$ cat config.mk
export PLATFORM = sky130hd
export DESIGN_NAME = base64_codec_core
export DESIGN_NICKNAME = d
export VERILOG_FILES = /design/src/rtl/core/b64_pkg.sv /design/src/rtl/core/b64_front.sv /design/src/rtl/core/b64_fifo.sv /design/src/rtl/core/b64_back.sv /design/src/rtl/core/base64_codec_core.sv
export VERILOG_INCLUDE_DIRS = /design/src /design/src/rtl/core
export SDC_FILE = /design/constraint.sdc
export NUM_CORES = 1
export LEC_CHECK = 0
export BUFFER_PORTS_ARGS = -buffer_cell sky130_fd_sc_hd__buf_4
export CORE_MARGIN = 4
export CORE_UTILIZATION = 35
export DETAILED_ROUTE_END_ITERATION = 8
export GPL_TIMING_DRIVEN = 1
export PLACE_DENSITY = 0.53
export SLEW_MARGIN = 20
export SYNTH_ARGS = -nofsm -noshare
export SYNTH_HDL_FRONTEND = slang
export SYNTH_SLANG_ARGS = --single-unit
$ cat constraint.sdc
create_clock -name clock -period 11.2 [get_ports clock]
set_input_delay 1.68 -clock clock [delete_from_list [all_inputs] [get_ports clock]]
set_output_delay 1.68 -clock clock [all_outputs]
set_load 0.1 [all_outputs]
$ cat src/rtl/core/base64_codec_core_macros.svh
// assertion helpers for the base64 codec core
`ifndef BASE64_CODEC_CORE_MACROS_SVH
`define BASE64_CODEC_CORE_MACROS_SVH

// checked only outside reset
`define B64_ASSERT(label, prop, msg) \
   label: assert property (@(posedge clock) disable iff (reset) prop) \
      else $error(msg);

// checked on every edge, reset included
`define B64_ASSERT_ALWAYS(label, prop, msg) \
   label: assert property (@(posedge clock) prop) else $error(msg);

`endif

$ cat src/rtl/core/b64_pkg.sv
package b64_pkg;

   localparam logic       DIR_ENCODE   = 1'b0;
   localparam logic       DIR_DECODE   = 1'b1;
   localparam logic       REG_DIRECTION = 1'b0;
   localparam logic [7:0] PAD_CHAR     = 8'h3d;

   typedef struct packed {
      logic [7:0] data_byte;
      logic       last;
   } req_beat_type;

   typedef struct packed {
      logic [7:0] out_byte;
      logic       out_last;
      logic       no_data;
   } rsp_beat_type;

   typedef struct packed {
      logic [3:0][7:0] chars;
      logic [1:0]      final_idx;
      logic            last;
      logic            no_data;
   } job_type;

   typedef struct packed {
      logic    push;
      job_type job;
   } queue_push_type;

   typedef struct packed {
      logic    valid;
      job_type job;
   } queue_head_type;

   typedef struct packed {
      logic       valid;
      logic [5:0] value;
   } sextet_type;

   function automatic logic [7:0] b64_char(input logic [5:0] s);
      logic [7:0] c;
      if (s < 6'd26) begin
         c = 8'h41 + {2'b00, s};
      end else if (s < 6'd52) begin
         c = 8'h61 + {2'b00, s} - 8'd26;
      end else if (s < 6'd62) begin
         c = 8'h30 + {2'b00, s} - 8'd52;
      end else if (s == 6'd62) begin
         c = 8'h2b;
      end else begin
         c = 8'h2f;
      end
      return c;
   endfunction

   function automatic sextet_type b64_sextet(input logic [7:0] c);
      sextet_type r;
      r.valid = 1'b1;
      r.value = 6'd0;
      if (c >= 8'h41 && c <= 8'h5a) begin
         r.value = 6'(c - 8'h41);
      end else if (c >= 8'h61 && c <= 8'h7a) begin
         r.value = 6'(c - 8'h61 + 8'd26);
      end else if (c >= 8'h30 && c <= 8'h39) begin
         r.value = 6'(c - 8'h30 + 8'd52);
      end else if (c == 8'h2b) begin
         r.value = 6'd62;
      end else if (c == 8'h2f) begin
         r.value = 6'd63;
      end else begin
         r.valid = 1'b0;
      end
      return r;
   endfunction

endpackage

$ cat src/rtl/core/b64_front.sv
module b64_front
   import b64_pkg::*;
(
   input  logic           clock,
   input  logic           reset,
   input  logic           req_valid,
   input  req_beat_type   req_data,
   output logic           req_stall,
   input  logic           direction,
   input  logic           queue_full,
   output queue_push_type push
);

   logic [15:0] pend_bytes_ff, pend_bytes_in;
   logic [1:0]  pend_count_ff, pend_count_in;
   logic [7:0]  acc_ff, acc_in;
   logic [2:0]  bit_count_ff, bit_count_in;

   logic        accept;
   logic        flush;
   logic [23:0] group;
   sextet_type  sx;
   logic [3:0]  bits;
   logic [3:0]  bits_left;
   logic [13:0] acc_new;
   logic        emit;
   logic [7:0]  dec_byte;

   assign req_stall = queue_full;
   assign accept    = req_valid && !queue_full;

   always_comb begin
      pend_bytes_in = pend_bytes_ff;
      pend_count_in = pend_count_ff;
      acc_in        = acc_ff;
      bit_count_in  = bit_count_ff;
      push          = '0;

      flush = (pend_count_ff == 2'd2) || req_data.last;
      case (pend_count_ff)
         2'd0:    group = {req_data.data_byte, 16'h0000};
         2'd1:    group = {pend_bytes_ff[7:0], req_data.data_byte, 8'h00};
         default: group = {pend_bytes_ff, req_data.data_byte};
      endcase

      sx       = b64_sextet(req_data.data_byte);
      acc_new  = {acc_ff, sx.value};
      bits     = {1'b0, bit_count_ff} + 4'd6;
      emit     = sx.valid && (bits >= 4'd8);
      bits_left = bits - 4'd8;
      case (bits_left)
         4'd0:    dec_byte = acc_new[7:0];
         4'd2:    dec_byte = acc_new[9:2];
         default: dec_byte = acc_new[11:4];
      endcase

      if (accept) begin
         if (direction == DIR_ENCODE) begin
            if (flush) begin
               push.push              = 1'b1;
               push.job.chars[0]      = b64_char(group[23:18]);
               push.job.chars[1]      = b64_char(group[17:12]);
               push.job.chars[2]      = (pend_count_ff != 2'd0) ?
                                        b64_char(group[11:6]) : PAD_CHAR;
               push.job.chars[3]      = (pend_count_ff == 2'd2) ?
                                        b64_char(group[5:0]) : PAD_CHAR;
               push.job.final_idx     = 2'd3;
               push.job.last          = req_data.last;
               push.job.no_data       = 1'b0;
               pend_bytes_in          = '0;
               pend_count_in          = '0;
               if (req_data.last) begin
                  acc_in       = '0;
                  bit_count_in = '0;
               end
            end else begin
               pend_bytes_in = {pend_bytes_ff[7:0], req_data.data_byte};
               pend_count_in = pend_count_ff + 2'd1;
            end
         end else begin
            if (sx.valid) begin
               acc_in       = acc_new[7:0];
               bit_count_in = emit ? bits_left[2:0] : bits[2:0];
            end
            if (emit || req_data.last) begin
               push.push          = 1'b1;
               push.job.chars[0]  = emit ? dec_byte : 8'h00;
               push.job.final_idx = 2'd0;
               push.job.last      = req_data.last;
               push.job.no_data   = !emit;
            end
            if (req_data.last) begin
               pend_bytes_in = '0;
               pend_count_in = '0;
               acc_in        = '0;
               bit_count_in  = '0;
            end
         end
      end
   end

   always_ff @(posedge clock) begin
      if (reset) begin
         pend_bytes_ff <= '0;
         pend_count_ff <= '0;
         acc_ff        <= '0;
         bit_count_ff  <= '0;
      end else begin
         pend_bytes_ff <= pend_bytes_in;
         pend_count_ff <= pend_count_in;
         acc_ff        <= acc_in;
         bit_count_ff  <= bit_count_in;
      end
   end

endmodule

$ cat src/rtl/core/b64_fifo.sv
module b64_fifo
   import b64_pkg::*;
#(
   parameter int DEPTH = 2
) (
   input  logic           clock,
   input  logic           reset,
   input  queue_push_type push,
   input  logic           pop,
   output logic           full,
   output queue_head_type head
);

   localparam int PW = (DEPTH > 1) ? $clog2(DEPTH) : 1;
   localparam int CW = $clog2(DEPTH + 1);

   job_type         mem_ff [DEPTH];
   logic [PW-1:0]   wr_ptr_ff, wr_ptr_in;
   logic [PW-1:0]   rd_ptr_ff, rd_ptr_in;
   logic [CW-1:0]   count_ff, count_in;
   logic            do_push;
   logic            do_pop;

   function automatic logic [PW-1:0] next_ptr(input logic [PW-1:0] p);
      return (p == PW'(DEPTH - 1)) ? '0 : p + PW'(1);
   endfunction

   assign full       = (count_ff == CW'(DEPTH));
   assign do_push    = push.push && !full;
   assign do_pop     = pop && (count_ff != '0);
   assign head.valid = (count_ff != '0);
   assign head.job   = mem_ff[rd_ptr_ff];

   always_comb begin
      wr_ptr_in = do_push ? next_ptr(wr_ptr_ff) : wr_ptr_ff;
      rd_ptr_in = do_pop ? next_ptr(rd_ptr_ff) : rd_ptr_ff;
      count_in  = count_ff;
      if (do_push && !do_pop) begin
         count_in = count_ff + CW'(1);
      end else if (do_pop && !do_push) begin
         count_in = count_ff - CW'(1);
      end
   end

   always_ff @(posedge clock) begin
      if (do_push) begin
         mem_ff[wr_ptr_ff] <= push.job;
      end
   end

   always_ff @(posedge clock) begin
      if (reset) begin
         wr_ptr_ff <= '0;
         rd_ptr_ff <= '0;
         count_ff  <= '0;
      end else begin
         wr_ptr_ff <= wr_ptr_in;
         rd_ptr_ff <= rd_ptr_in;
         count_ff  <= count_in;
      end
   end

endmodule

$ cat src/rtl/core/b64_back.sv
module b64_back
   import b64_pkg::*;
(
   input  logic           clock,
   input  logic           reset,
   input  queue_head_type head,
   output logic           pop,
   output logic           rsp_valid,
   output rsp_beat_type   rsp_data,
   input  logic           rsp_stall
);

   logic         rsp_valid_ff, rsp_valid_in;
   rsp_beat_type rsp_data_ff, rsp_data_in;
   logic [1:0]   beat_idx_ff, beat_idx_in;
   logic         load;
   logic         take;
   logic         final_beat;

   assign load       = !rsp_valid_ff || !rsp_stall;
   assign take       = load && head.valid;
   assign final_beat = (beat_idx_ff == head.job.final_idx);
   assign pop        = take && final_beat;
   assign rsp_valid  = rsp_valid_ff;
   assign rsp_data   = rsp_data_ff;

   always_comb begin
      rsp_valid_in = load ? head.valid : rsp_valid_ff;
      rsp_data_in  = rsp_data_ff;
      beat_idx_in  = beat_idx_ff;
      if (take) begin
         rsp_data_in.out_byte = head.job.chars[beat_idx_ff];
         rsp_data_in.out_last = final_beat && head.job.last;
         rsp_data_in.no_data  = final_beat && head.job.no_data;
         beat_idx_in          = final_beat ? 2'd0 : beat_idx_ff + 2'd1;
      end
   end

   always_ff @(posedge clock) begin
      rsp_data_ff <= rsp_data_in;
   end

   always_ff @(posedge clock) begin
      if (reset) begin
         rsp_valid_ff <= 1'b0;
         beat_idx_ff  <= '0;
      end else begin
         rsp_valid_ff <= rsp_valid_in;
         beat_idx_ff  <= beat_idx_in;
      end
   end

endmodule

$ cat src/rtl/core/base64_codec_core.sv
// base64 codec core, standard alphabet, direction picked by a register
// req channel: one beat per byte (encode) or character (decode), last ends
//   the message; a beat is taken when req_valid is high and req_stall low
// rsp channel: one beat per output character or byte, out_last on the
//   final beat of a message, no_data on a decode end marker without a byte
// apb port: register direction at address 0 (0 encode, 1 decode), change
//   it only while no message is in flight
// a pushed group is registered in the queue, then in the rsp output register
// throughput: the rsp output register issues one beat per cycle while
//   rsp_stall is low; encode gives four beats per three bytes, so bytes
//   flow slower than beats, decode at one character per cycle
// a queue of QUEUE_DEPTH groups sits between the classifier and the beat
//   serializer; req_stall rises only when that queue is full
// reset: synchronous, clears all group and bit state, direction goes to
//   encode, rsp_valid drops
// while rsp_stall is high the held beat stays put and the queue fills
`include "base64_codec_core_macros.svh"

module base64_codec_core
   import b64_pkg::*;
#(
   parameter int QUEUE_DEPTH = 2
) (
   input  logic         clock,
   input  logic         reset,
   input  logic         req_valid,
   input  req_beat_type req_data,
   output logic         req_stall,
   output logic         rsp_valid,
   output rsp_beat_type rsp_data,
   input  logic         rsp_stall,
   input  logic         psel,
   input  logic         penable,
   input  logic         pwrite,
   input  logic [2:0]   paddr,
   input  logic [31:0]  pwdata,
   output logic [31:0]  prdata,
   output logic         pready
);

   logic           direction_ff, direction_in;
   logic           queue_full;
   logic           queue_pop;
   queue_push_type queue_push;
   queue_head_type queue_head;
   logic           reg_hit;

   assign pready  = 1'b1;
   assign reg_hit = (paddr[2] == REG_DIRECTION);
   assign prdata  = reg_hit ? {31'd0, direction_ff} : 32'd0;

   always_comb begin
      direction_in = direction_ff;
      if (psel && penable && pwrite && pready && reg_hit) begin
         direction_in = pwdata[0];
      end
   end

   always_ff @(posedge clock) begin
      if (reset) begin
         direction_ff <= DIR_ENCODE;
      end else begin
         direction_ff <= direction_in;
      end
   end

   b64_front u_front (
      .clock      (clock),
      .reset      (reset),
      .req_valid  (req_valid),
      .req_data   (req_data),
      .req_stall  (req_stall),
      .direction  (direction_ff),
      .queue_full (queue_full),
      .push       (queue_push)
   );

   b64_fifo #(
      .DEPTH (QUEUE_DEPTH)
   ) u_fifo (
      .clock (clock),
      .reset (reset),
      .push  (queue_push),
      .pop   (queue_pop),
      .full  (queue_full),
      .head  (queue_head)
   );

   b64_back u_back (
      .clock     (clock),
      .reset     (reset),
      .head      (queue_head),
      .pop       (queue_pop),
      .rsp_valid (rsp_valid),
      .rsp_data  (rsp_data),
      .rsp_stall (rsp_stall)
   );

   `B64_ASSERT(a_push_room, queue_push.push |-> !queue_full, "group pushed into a full queue")
   `B64_ASSERT(a_marker_form, rsp_valid && rsp_data.no_data |-> rsp_data.out_last && rsp_data.out_byte == 8'h00, "end marker beat malformed")
   `B64_ASSERT_ALWAYS(a_reset_quiet, $past(reset) |-> !rsp_valid, "rsp beat valid right after reset")

endmodule
* Word-level counts from Yosys, hierarchy flattened
Memories as Yosys holds them, arrays and structs flattened. A register that Yosys moved wholly into a read port is not among the register bits.
Cells that the tools add are included.
** Word-level totals
- Register bits after elaboration :: 45
- RAM bits :: 72
- Output and inout port bits :: 45
- Logic and storage cells :: 182
- Memories :: 1
** Operators by class
- Add/sub/neg operators :: 33
- Magnitude comparators :: 20
- Eq/ne operators :: 12
- Muxes and demuxes :: 67
- Bitwise logic cells :: 1
- Reductions and logical operators :: 35
** Memory list
- u_fifo.mem_ff :: depth 2, width 36, read ports 1, clocked after Yosys merged registers in 1, write ports 1, RTL line b64_fifo.sv:17 : job_type mem_ff [DEPTH];
** Operators by type and width (count)
- 8-bit 2-to-1 mux :: 16
- 37-bit 2-to-1 mux :: 2
- 7-bit by 6-bit adder with 8-bit output (first input constant) :: 8
- 6-bit 2-to-1 mux :: 10
- 6-bit less-than comparator (second input constant) :: 8
- 16-bit 2-to-1 mux :: 3
- 24-bit case mux with 2 select lines :: 1
- 8-bit by 5-bit subtractor with 8-bit output (second input constant) :: 4
- 8-bit by 6-bit subtractor with 8-bit output (second input constant) :: 4
- 3-bit 2-to-1 mux :: 10
- 6-bit by 6-bit adder with 7-bit output (first input constant) :: 4
- 6-bit == test (second input constant) :: 4
- 6-bit by 5-bit less-than comparator with 1-bit output (second input constant) :: 4
- 12-bit 2-to-1 mux :: 2
- 24-bit 2-to-1 mux :: 1
- 8-bit binary-select mux with 2-bit select :: 1
- 8-bit by 6-bit == test with 1-bit output (second input constant) :: 2
- 8-bit by 7-bit greater-or-equal comparator with 1-bit output (second input constant) :: 2
- 8-bit by 7-bit <= comparator with 1-bit output (second input constant) :: 2
- 1-bit logical AND :: 16
- 8-bit case mux with 2 select lines :: 1
- 1-bit 2-to-1 mux :: 14
- 2-bit 2-to-1 mux :: 6
- 2-bit nonzero test :: 6
- 25 further kinds :: 37

* Longest topological paths before layout
Gate-level depths: netlist (run 1).
- Depth in word-level cells :: 16
- Gate-level depth with buffers :: 16

* By module
A second synthesis (run 1) with hierarchy kept.
** Second synthesis, totals
- Cell total of the unflattened synthesis :: 754
- Area total of the unflattened synthesis :: 7532.2 um2
** By module, submodules not included
- b64_front :: instances 1, cells an instance 534, area an instance 3711.1 um2, seq. area each 520.5 um2
- b64_fifo :: instances 1, cells an instance 137, area an instance 2815.2 um2, seq. area each 2262.2 um2
- b64_back :: instances 1, cells an instance 43, area an instance 696.9 um2, seq. area each 360.3 um2
- base64_codec_core :: instances 1, cells an instance 40, area an instance 309.0 um2, seq. area each 20.0 um2

* Least setup slack after synthesis (run 1)
Ideal clock, no wire load.
- Path type :: input to register
- Start :: in req_data[3] (netlist bit)
- End :: mem u_fifo.mem_ff[0][0] (netlist bit), enable pin
- Arrival :: 4947 ps
- Data required time :: 10769 ps
- Path slack :: 5822 ps
- Cell stages on the path :: 10
- Path buffers :: 2
- Cell sequence :: buf_2 -> inv_1 -> ha_1 -> a21oi_1 -> nor3_1 -> or3_4 -> buf_6 -> a21oi_1 -> o21a_1 -> nor2b_1
** Between the ends
- Cells in the longest elaborated chain, start to end :: 14
- Elaborated cells on any way between the ends :: 24
- Classes of those cells :: 6 x order compare; 2 x eq/ne; 10 x mux; 6 x reduce/logical
** RTL lines
- start, declared :: RTL line base64_codec_core.sv:27 : input req_beat_type req_data,
- parallel branches: the longest is 5 deep, another holds 8-bit by 6-bit greater-or-equal comparator with 1-bit output
- 1-bit 2-to-1 mux * :: RTL line b64_pkg.sv:61 : if (c >= 8'h41 && c <= 8'h5a) begin
- 1-bit logical AND * :: RTL line b64_front.sv:49 : emit = sx.valid && (bits >= 4'd8);
- 1-bit logical OR * :: RTL line b64_front.sv:85 : if (emit || req_data.last) begin
- 1-bit 2-to-1 mux * :: RTL line b64_front.sv:85
- 1-bit 2-to-1 mux * :: RTL line b64_front.sv:58 : if (direction == DIR_ENCODE) begin
- 37-bit 2-to-1 mux * :: RTL line b64_front.sv:57 : if (accept) begin
- 1-bit logical AND * :: RTL line b64_fifo.sv:29 : assign do_push = push.push && !full;
- named net u_fifo.do_push :: RTL line b64_fifo.sv:21 : logic do_push;
- 1-bit 2-to-1 mux * :: RTL line b64_fifo.sv:46 : if (do_push) begin
- 1-bit 2-to-1 mux (implied by the code) * :: RTL line b64_fifo.sv:47 : mem_ff[wr_ptr_ff] <= push.job;
- end, declared :: RTL line b64_fifo.sv:17
Mark *: on every way through the listed nets, which the timed path passes.

* Worst setup path after layout (run 1)
- Start :: in req_data[3] (netlist bit)
- End :: mem u_fifo.mem_ff[0][27] (netlist bit), enable pin
Same word-level chain as after synthesis.

==> out/results.txt, run 1 <==
run status = finished, final reports clean
most common cell after layout, fill and taps aside = edfxtp_1
Pre-antenna DRT Iters = 5
Die ar. = 25100 µm²
number of clock sinks seen by CTS = 115
share of the yosys chip area belonging to registers = 39.2%
total core area = 22000 µm²
clock transition time at the flip-flop clock pins of the worst setup and hold paths = 0.05 ns
kind of critical path = input port to flop
via count = 6110
Endpoint, Worst Hold = u_front.pend_bytes_ff[14]
first-iteration detailed-routing DRC count = 406
vertical die dimension = 158 µm
VDD IR-drop max = 121 µV
number of violations of the max-capacitance limit = 0
Worst R2R Start = u_front.pend_count_ff[0]
register-to-register path setup slack = 7.39 ns
worst path required time = 11.31 ns
post-CTS sizing = 0
estimated wirelength of the detail-placed design = 13.6 mm
antenna-violating nets left = 0
Max Buffers Root-to-Sink = 2
via count of the first global-routing pass = 5722
final core utilization = 39.9%
fmax = 229 MHz
type of element capturing the critical path = flop
RSZ-0062 raised after global routing = no
placed standard-cell area = 8200 µm²
path class of the lowest-slack min-delay path = flop to flop
CTS Hold Bufs = 0
antenna violations before repair = 0
Setup TNS = 0 ns
most frequent cells in the layout = edfxtp_1 (80), nand2_1 (72), a21oi_1 (64), ha_1 (55), inv_1 (38)
share of final-layout standard cells stronger than drive strength 1 = 14.2%
average vias per placed instance = 5.50
wire length of the first global-routing pass = 31.4 mm
Post-route DRC = 0
Tcrit/Tclk final = 38.9%
final routed wire length divided by cell count = 17.5 µm
Max-Slew Margin vs Limit = 29.0%
cell depth of the worst flop-to-flop path = 13
final weighted congestion in routability-driven placement = 0.854
startpoint of the tightest hold check path = u_front.pend_bytes_ff[14]
number of instances in the synthesized netlist = 810
Total Nets Final = 923
setup violators final = 0
hold path cells = 2
number of slew-limit violations in the final report = 0
min cycle time layout = 4.36 ns
TritonCTS clock tree = built
count of antenna diodes in the layout = 0
Num CTS Buffers = 17
Worst EP arrival = 4.47 ns
number of buffers added on ports = 30
areal power density over the cells = 183 nW/µm²
effective utilization at floorplan = 35.9%
type of element launching the critical path = input port
maximum fanout count along the critical path = 24
overall fraction of global-route tracks in use = 15.9%
worst-skew pair later-pin latency = 0.42 ns
static power due to leakage = 0.00331 µW
Congestion Overflow GR = 0
Layout Cell Area excl Fill = 8790 µm²
H-tree depth = 4
share of async-settable or async-resettable flops after synthesis = 0%
transition time at the pin with the least slew margin = 1.06 ns
Total Routed Length = 19.4 mm
number of top-level design ports = 96
Post-Synthesis Cell Area = 7910 µm²
number of synthesized register bits = 115
Clock Skew = 0.0155 ns
Synth Area per Inst = 9.76 µm²
number of library cell types mapped by synthesis = 85
fin worst setup slack = 6.84 ns
largest net degree at the start of global routing = 37
Layout Area Growth over Synthesis = 11.2%
final hold violation count = 0
most frequently used flop master after synthesis = edfxtp_1
# Post-CTS Setup Buffers = 0
yosys warns = 0
Setup Slack @ Placement = 6.13 ns
count of flip-flops with a built-in enable after synthesis = 80
Root Driver = clkbuf_16
die width = 158 µm
number of rows in the core area = 54
Worst R2R End = u_fifo.mem_ff[0][30]
## power by group
group	total [µW]	switching [µW]	internal, µW	leakage (µW)
Combinational	541	380	161	0.00199
Clock	524	211	313	0.000285
Sequential	546	27.7	518	0.00104
Total	1610	620	992	0.00331
## cells in the mapped netlist, types with 3 or more instances
master	instances	area, µm²
and3_1	7	43.8
a22oi_1	4	30.0
or3_1	3	18.8
a21o_1	8	60.1
a221o_1	4	40.0
nand3_1	37	185
a311oi_1	4	35.0
xor2_1	10	87.6
buf_4	34	255
and2_1	6	37.5
buf_1	6	22.5
o21ai_0	32	160
buf_2	14	70.1
nor2b_1	14	87.6
nor4_1	3	18.8
mux2_2	11	124
nor3_1	14	70.1
nor3b_1	7	52.6
o2111ai_1	3	26.3
o21a_1	5	37.5
a31oi_1	11	68.8
a21oi_2	7	61.3
edfxtp_1	80	2400
ha_1	55	688
clkbuf_1	24	90.1
o311ai_0	4	35.0
dfxtp_1	35	701
inv_1	38	143
o31ai_1	3	22.5
mux4_2	16	360
nor2_1	34	128
a21oi_1	64	320
a211oi_1	3	22.5
o31a_1	3	26.3
o221ai_1	6	52.6
nand2b_1	15	93.8
o32ai_1	3	26.3
mux2i_1	5	50.1
nand2_1	72	270
xnor2_1	13	114
o211a_1	4	40.0
o211ai_1	18	135
a22o_1	8	70.1
a221oi_1	7	61.3
## state kept, by name (all words and copies together), names as in the netlist, named ones only
signal and flops:
u_fifo.rd_ptr_ff 1, u_front.bit_count_ff 2, u_front.pend_count_ff 2, u_fifo.count_ff 2, u_fifo.wr_ptr_ff 1, u_back.beat_idx_ff 2
u_front.pend_bytes_ff 16, u_back.rsp_data 10, u_fifo.mem_ff 70, u_back.rsp_valid 1, direction_ff 1, u_front.acc_ff 6
## metal layers
layer  vias to the layer above  GRT usage [%]  wire, µm
met5                         -              0         0
met4                         0           4.67       296
met3                        21           2.66       912
met2                       157           23.8      8810
met1                      2970           23.8      9350
li1                       2962              -         -
## worst max-delay path by stage
| stage | startpoint | slack (ns) | cells past startpoint | end |
|---|---|---|---|---|
| after floorplan | req_data[3] | 5.82 | 10 | u_fifo.mem_ff[0][0] |
| after global placement | req_data[3] | 6.09 | 9 | u_fifo.mem_ff[0][22] |
| after detailed placement | req_data[3] | 6.13 | 9 | u_fifo.mem_ff[0][26] |
| after CTS | req_data[3] | 6.56 | 9 | u_fifo.mem_ff[0][26] |
| after global routing | req_data[3] | 6.61 | 10 | u_fifo.mem_ff[0][35] |
| final | req_data[3] | 6.84 | 10 | u_fifo.mem_ff[0][27] |
## critical path: stages
cell,delay (ns)
buf_4,0.19
inv_1,0.18
ha_1,0.30
nor2b_1,0.14
o21ai_0,0.47
a21oi_2,0.21
a21oi_1,0.36
o21a_1,0.25
nor2b_4,0.42
buf_12,0.24
## stage by stage
step	power [µW]	std cells	hold WS, ns
after global routing	1700	1110	0.478
after detailed placement	1100	1077	0.449
after global placement	1100	1077	0.441
after CTS	1630	1109	0.457
final	1610	1110	0.455
after floorplan	987	840	0.432
## layout make-up
cell class	count	area, µm²
fillers	2183	13200
multi-input cells	604	4320
flip-flops and latches	115	3100
clock buffers	18	429
well taps	280	350
repair buffers	38	298
inverters	41	154
clock inverters	14	141
## cells by family (layout without fill, tap and decap cells)
logic type                 count (synthesis)  after routing  synth area share (%)
AOI/OAI and AO/OA                        224            224                  19.3
xor gates and xnor gates                  23             23                  2.55
other                                      2             32                0.0950
DFF                                      115            115                  39.2
and+or+nand+nor                          237            237                  15.5
muxes                                     33             33                  6.90
buffers and inverters                    121            111                  7.77
adders and majority gates                 55             55                  8.70
Power figures use the tool's default switching activity.
==> run 2: changes to the inputs <==
- PLACE_DENSITY: 0.53 -> 0.55
- clock period: 11.2 -> 3.6 ns (I/O delays scaled with it)
==> out/results.txt, run 2 (synthesis results as in run 1) <==
cell seen most often among critical-path stages = buf_4
H-tree depth = 4 (unchanged)
Max-Slew Margin vs Limit = 43.9% (was 29.0%)
Clk network pwr share = 33.3% (was 32.5%)
average vias per placed instance = 5.31 (was 5.50)
Pre-antenna DRT Iters = 5 (unchanged)
number of slew-limit violations in the final report = 0 (unchanged)
most frequent cells in the layout = edfxtp_1 (80), buf_4 (75), nand2_1 (71), a21oi_1 (64), ha_1 (55) (was edfxtp_1 (80), nand2_1 (72), a21oi_1 (64), ha_1 (55), inv_1 (38))
Root Driver = clkbuf_16 (unchanged)
most common cell after layout, fill and taps aside = edfxtp_1 (unchanged)
post-layout instance count excluding filler cells = 1149 (was 1110)
Switching Fraction = 36.9% (was 38.4%)
number of violations of the max-capacitance limit = 0 (unchanged)
cell depth of the worst flop-to-flop path = 12 (was 13)
area of all sequential standard cells = 3100 µm² (unchanged)
kind of critical path = flop to flop (was input port to flop)
path class of the lowest-slack min-delay path = input port to flop (was flop to flop)
static power due to leakage = 0.00353 µW (was 0.00331 µW)
register-to-register path setup slack = 0.30 ns (was 7.39 ns)
type of element launching the critical path = flop (was input port)
logic gate share of total power = 34.3% (was 33.6%)
first-iteration detailed-routing DRC count = 350 (was 406)
sequential share of power = 32.4% (was 33.9%)
clock transition time at the flip-flop clock pins of the worst setup and hold paths = 0.06 ns (was 0.05 ns)
Total Routed Length = 19.5 mm (was 19.4 mm)
Worst R2R End = u_fifo.mem_ff[1][9] (was u_fifo.mem_ff[0][30])
worst-skew pair later-pin latency = 0.41 ns (was 0.42 ns)
transition time at the pin with the least slew margin = 0.820 ns (was 1.06 ns)
run status = finished, final reports clean (unchanged)
post-placement cell count = 1113 (was 1077)
overall fraction of global-route tracks in use = 16.2% (was 15.9%)
min cycle time layout = 3.30 ns
Congestion Overflow GR = 0 (unchanged)
type of element capturing the critical path = flop (unchanged)
final weighted congestion in routability-driven placement = 0.882 (was 0.854)
antenna violations before repair = 0 (unchanged)
RSZ-0062 raised after global routing = no (unchanged)
final routed wire length divided by cell count = 17.0 µm (was 17.5 µm)
internal power summed over all cells = 3260 µW (was 992 µW)
number of top-level design ports = 96 (unchanged)
via count of the first global-routing pass = 5939 (was 5722)
Setup TNS = 0 ns (unchanged)
number of buffers added on ports = 30 (unchanged)
TritonCTS clock tree = built (unchanged)
Worst R2R Start = u_front.pend_count_ff[0] (unchanged)
sequence of cells on the critical path = inv_1 -> ha_1 -> buf_4 -> a22o_1 -> a21oi_2 -> buf_4 -> ha_1 -> nor2b_1 -> buf_4 -> o21ai_1 -> o31ai_1 -> o32ai_1 (was buf_4 -> inv_1 -> ha_1 -> nor2b_1 -> o21ai_0 -> a21oi_2 -> a21oi_1 -> o21a_1 -> nor2b_4 -> buf_12)
slowest cell on the critical path = o32ai_1 (was o21ai_0)
startpoint of the tightest hold check path = pwdata[0] (was u_front.pend_bytes_ff[14])
WP buf/inv = 4 (was 3)
number of rows in the core area = 54 (unchanged)
vertical die dimension = 158 µm (unchanged)
worst path required time = 3.73 ns (was 11.31 ns)
Die ar. = 25100 µm² (unchanged)
final core utilization = 41.5% (was 39.9%)
largest net degree at the start of global routing = 37 (unchanged)
Num CTS Buffers = 17 (unchanged)
Worst EP arrival = 3.43 ns (was 4.47 ns)
estimated wirelength of the detail-placed design = 14.3 mm (was 13.6 mm)
via count = 6099 (was 6110)
setup violators final = 0 (unchanged)
wire length of the first global-routing pass = 31.7 mm (was 31.4 mm)
area of the multi-input gates = 4320 µm² (about the same)
fill cell count = 2164 (was 2183)
effective utilization at floorplan = 35.9% (unchanged)
number of clock sinks seen by CTS = 115 (unchanged)
total core area = 22000 µm² (unchanged)
hold path cells = 3 (was 2)
Max Buffers Root-to-Sink = 2 (unchanged)
Post-route DRC = 0 (unchanged)
Endpoint, Worst Hold = direction_ff (was u_front.pend_bytes_ff[14])
Layout Area Growth over Synthesis = 15.5% (was 11.2%)
count of antenna diodes in the layout = 0 (unchanged)
Clock Skew = 0.00878 ns (was 0.0155 ns)
share of final-layout standard cells stronger than drive strength 1 = 18.3% (was 14.2%)
Tcrit/Tclk final = 91.8%
final hold violation count = 0 (unchanged)
fmax = 303 MHz
Total Nets Final = 962 (was 923)
areal power density over the cells = 565 nW/µm² (was 183 nW/µm²)
Largest Register = u_fifo.mem_ff (unchanged)
Largest register FFs = 70 (unchanged)
cell family with most CP delay = compound AO/OA/AOI/OAI gates (unchanged)
antenna-violating nets left = 0 (unchanged)
maximum fanout count along the critical path = 11 (was 24)
power spent charging and discharging nets = 1900 µW (was 620 µW)
die width = 158 µm (unchanged)
VDD IR-drop max = 319 µV (was 121 µV)
slowest cell delay on critical path = 0.59 ns (was 0.47 ns)
run 2: routing by layer:
layer	up-vias	GRT usage [%]	part of all wire (%)
li1	3048	-	-
met1	2939	22.5	49
met2	89	25.5	46
met3	23	3.02	3.2
met4	0	5.24	1.6
met5	-	0	0
run 2: worst register-to-register path, stage by stage, from the launching register on:
cell     delay [ns]
dfxtp_1        0.35
inv_1          0.08
ha_1           0.33
buf_4          0.24
a22o_1         0.24
a21oi_2        0.20
buf_4          0.20
ha_1           0.18
nor2b_1        0.05
buf_4          0.16
o21ai_1        0.24
o31ai_1        0.14
o32ai_1        0.59
run 2: what timing repair did:
item,in CTS,in global routing
endpoints found under the setup margin,0,8
gates resized for setup,0,3
hold buffers,0,0
buffers inserted,0,4
run 2: area by class of cell:
class / instances / area share [%]
Timing Repair Buffer: 77 / 6.60
Clock buffer: 17 / 4.66
Sequential cell: 115 / 34.0
Multi-Input combinational cell: 604 / 47.3
Tap cell: 280 / 3.83
Inverter: 41 / 1.68
Clock inverter: 15 / 1.99
run 2: power groups by stage:
stage          Clock (µW)  Sequential [µW]  Combinational [µW]
4_1_cts              1750             1670                1780
6_report             1720             1670                1770
5_1_grt              1820             1690                1910
3_5_place_dp            0             1700                1770
2_1_floorplan           0             2030                1040
3_3_place_gp            0             1700                1760
run 2: how the worst max path moves through the flow:
stage                           end  slack, ns                     start  cells past startpoint
6_report        u_fifo.mem_ff[1][9]       0.30  u_front.pend_count_ff[0]                     12
5_1_grt        u_fifo.mem_ff[0][16]       0.05  u_front.pend_count_ff[0]                     13
2_1_floorplan   u_fifo.mem_ff[0][0]       0.02               req_data[3]                     10
3_5_place_dp   u_fifo.mem_ff[1][23]       0.32  u_front.pend_count_ff[0]                     13
4_1_cts        u_fifo.mem_ff[0][31]       0.29  u_front.pend_count_ff[0]                     12
3_3_place_gp    u_fifo.mem_ff[0][6]       0.34  u_front.pend_count_ff[0]                     13
run 2: metrics by stage:
stage | power (µW) | setup WS (ns) | hold slack [ns] | area (µm²)
after floorplan | 3070 | 0.0194 | 0.432 | 8020
after global placement | 3460 | 0.339 | 0.442 | 8500
after detailed placement | 3480 | 0.320 | 0.447 | 8500
after CTS | 5210 | 0.288 | 0.354 | 9100
after global routing | 5430 | 0.0469 | 0.393 | 9140
final | 5160 | 0.297 | 0.375 | 9140
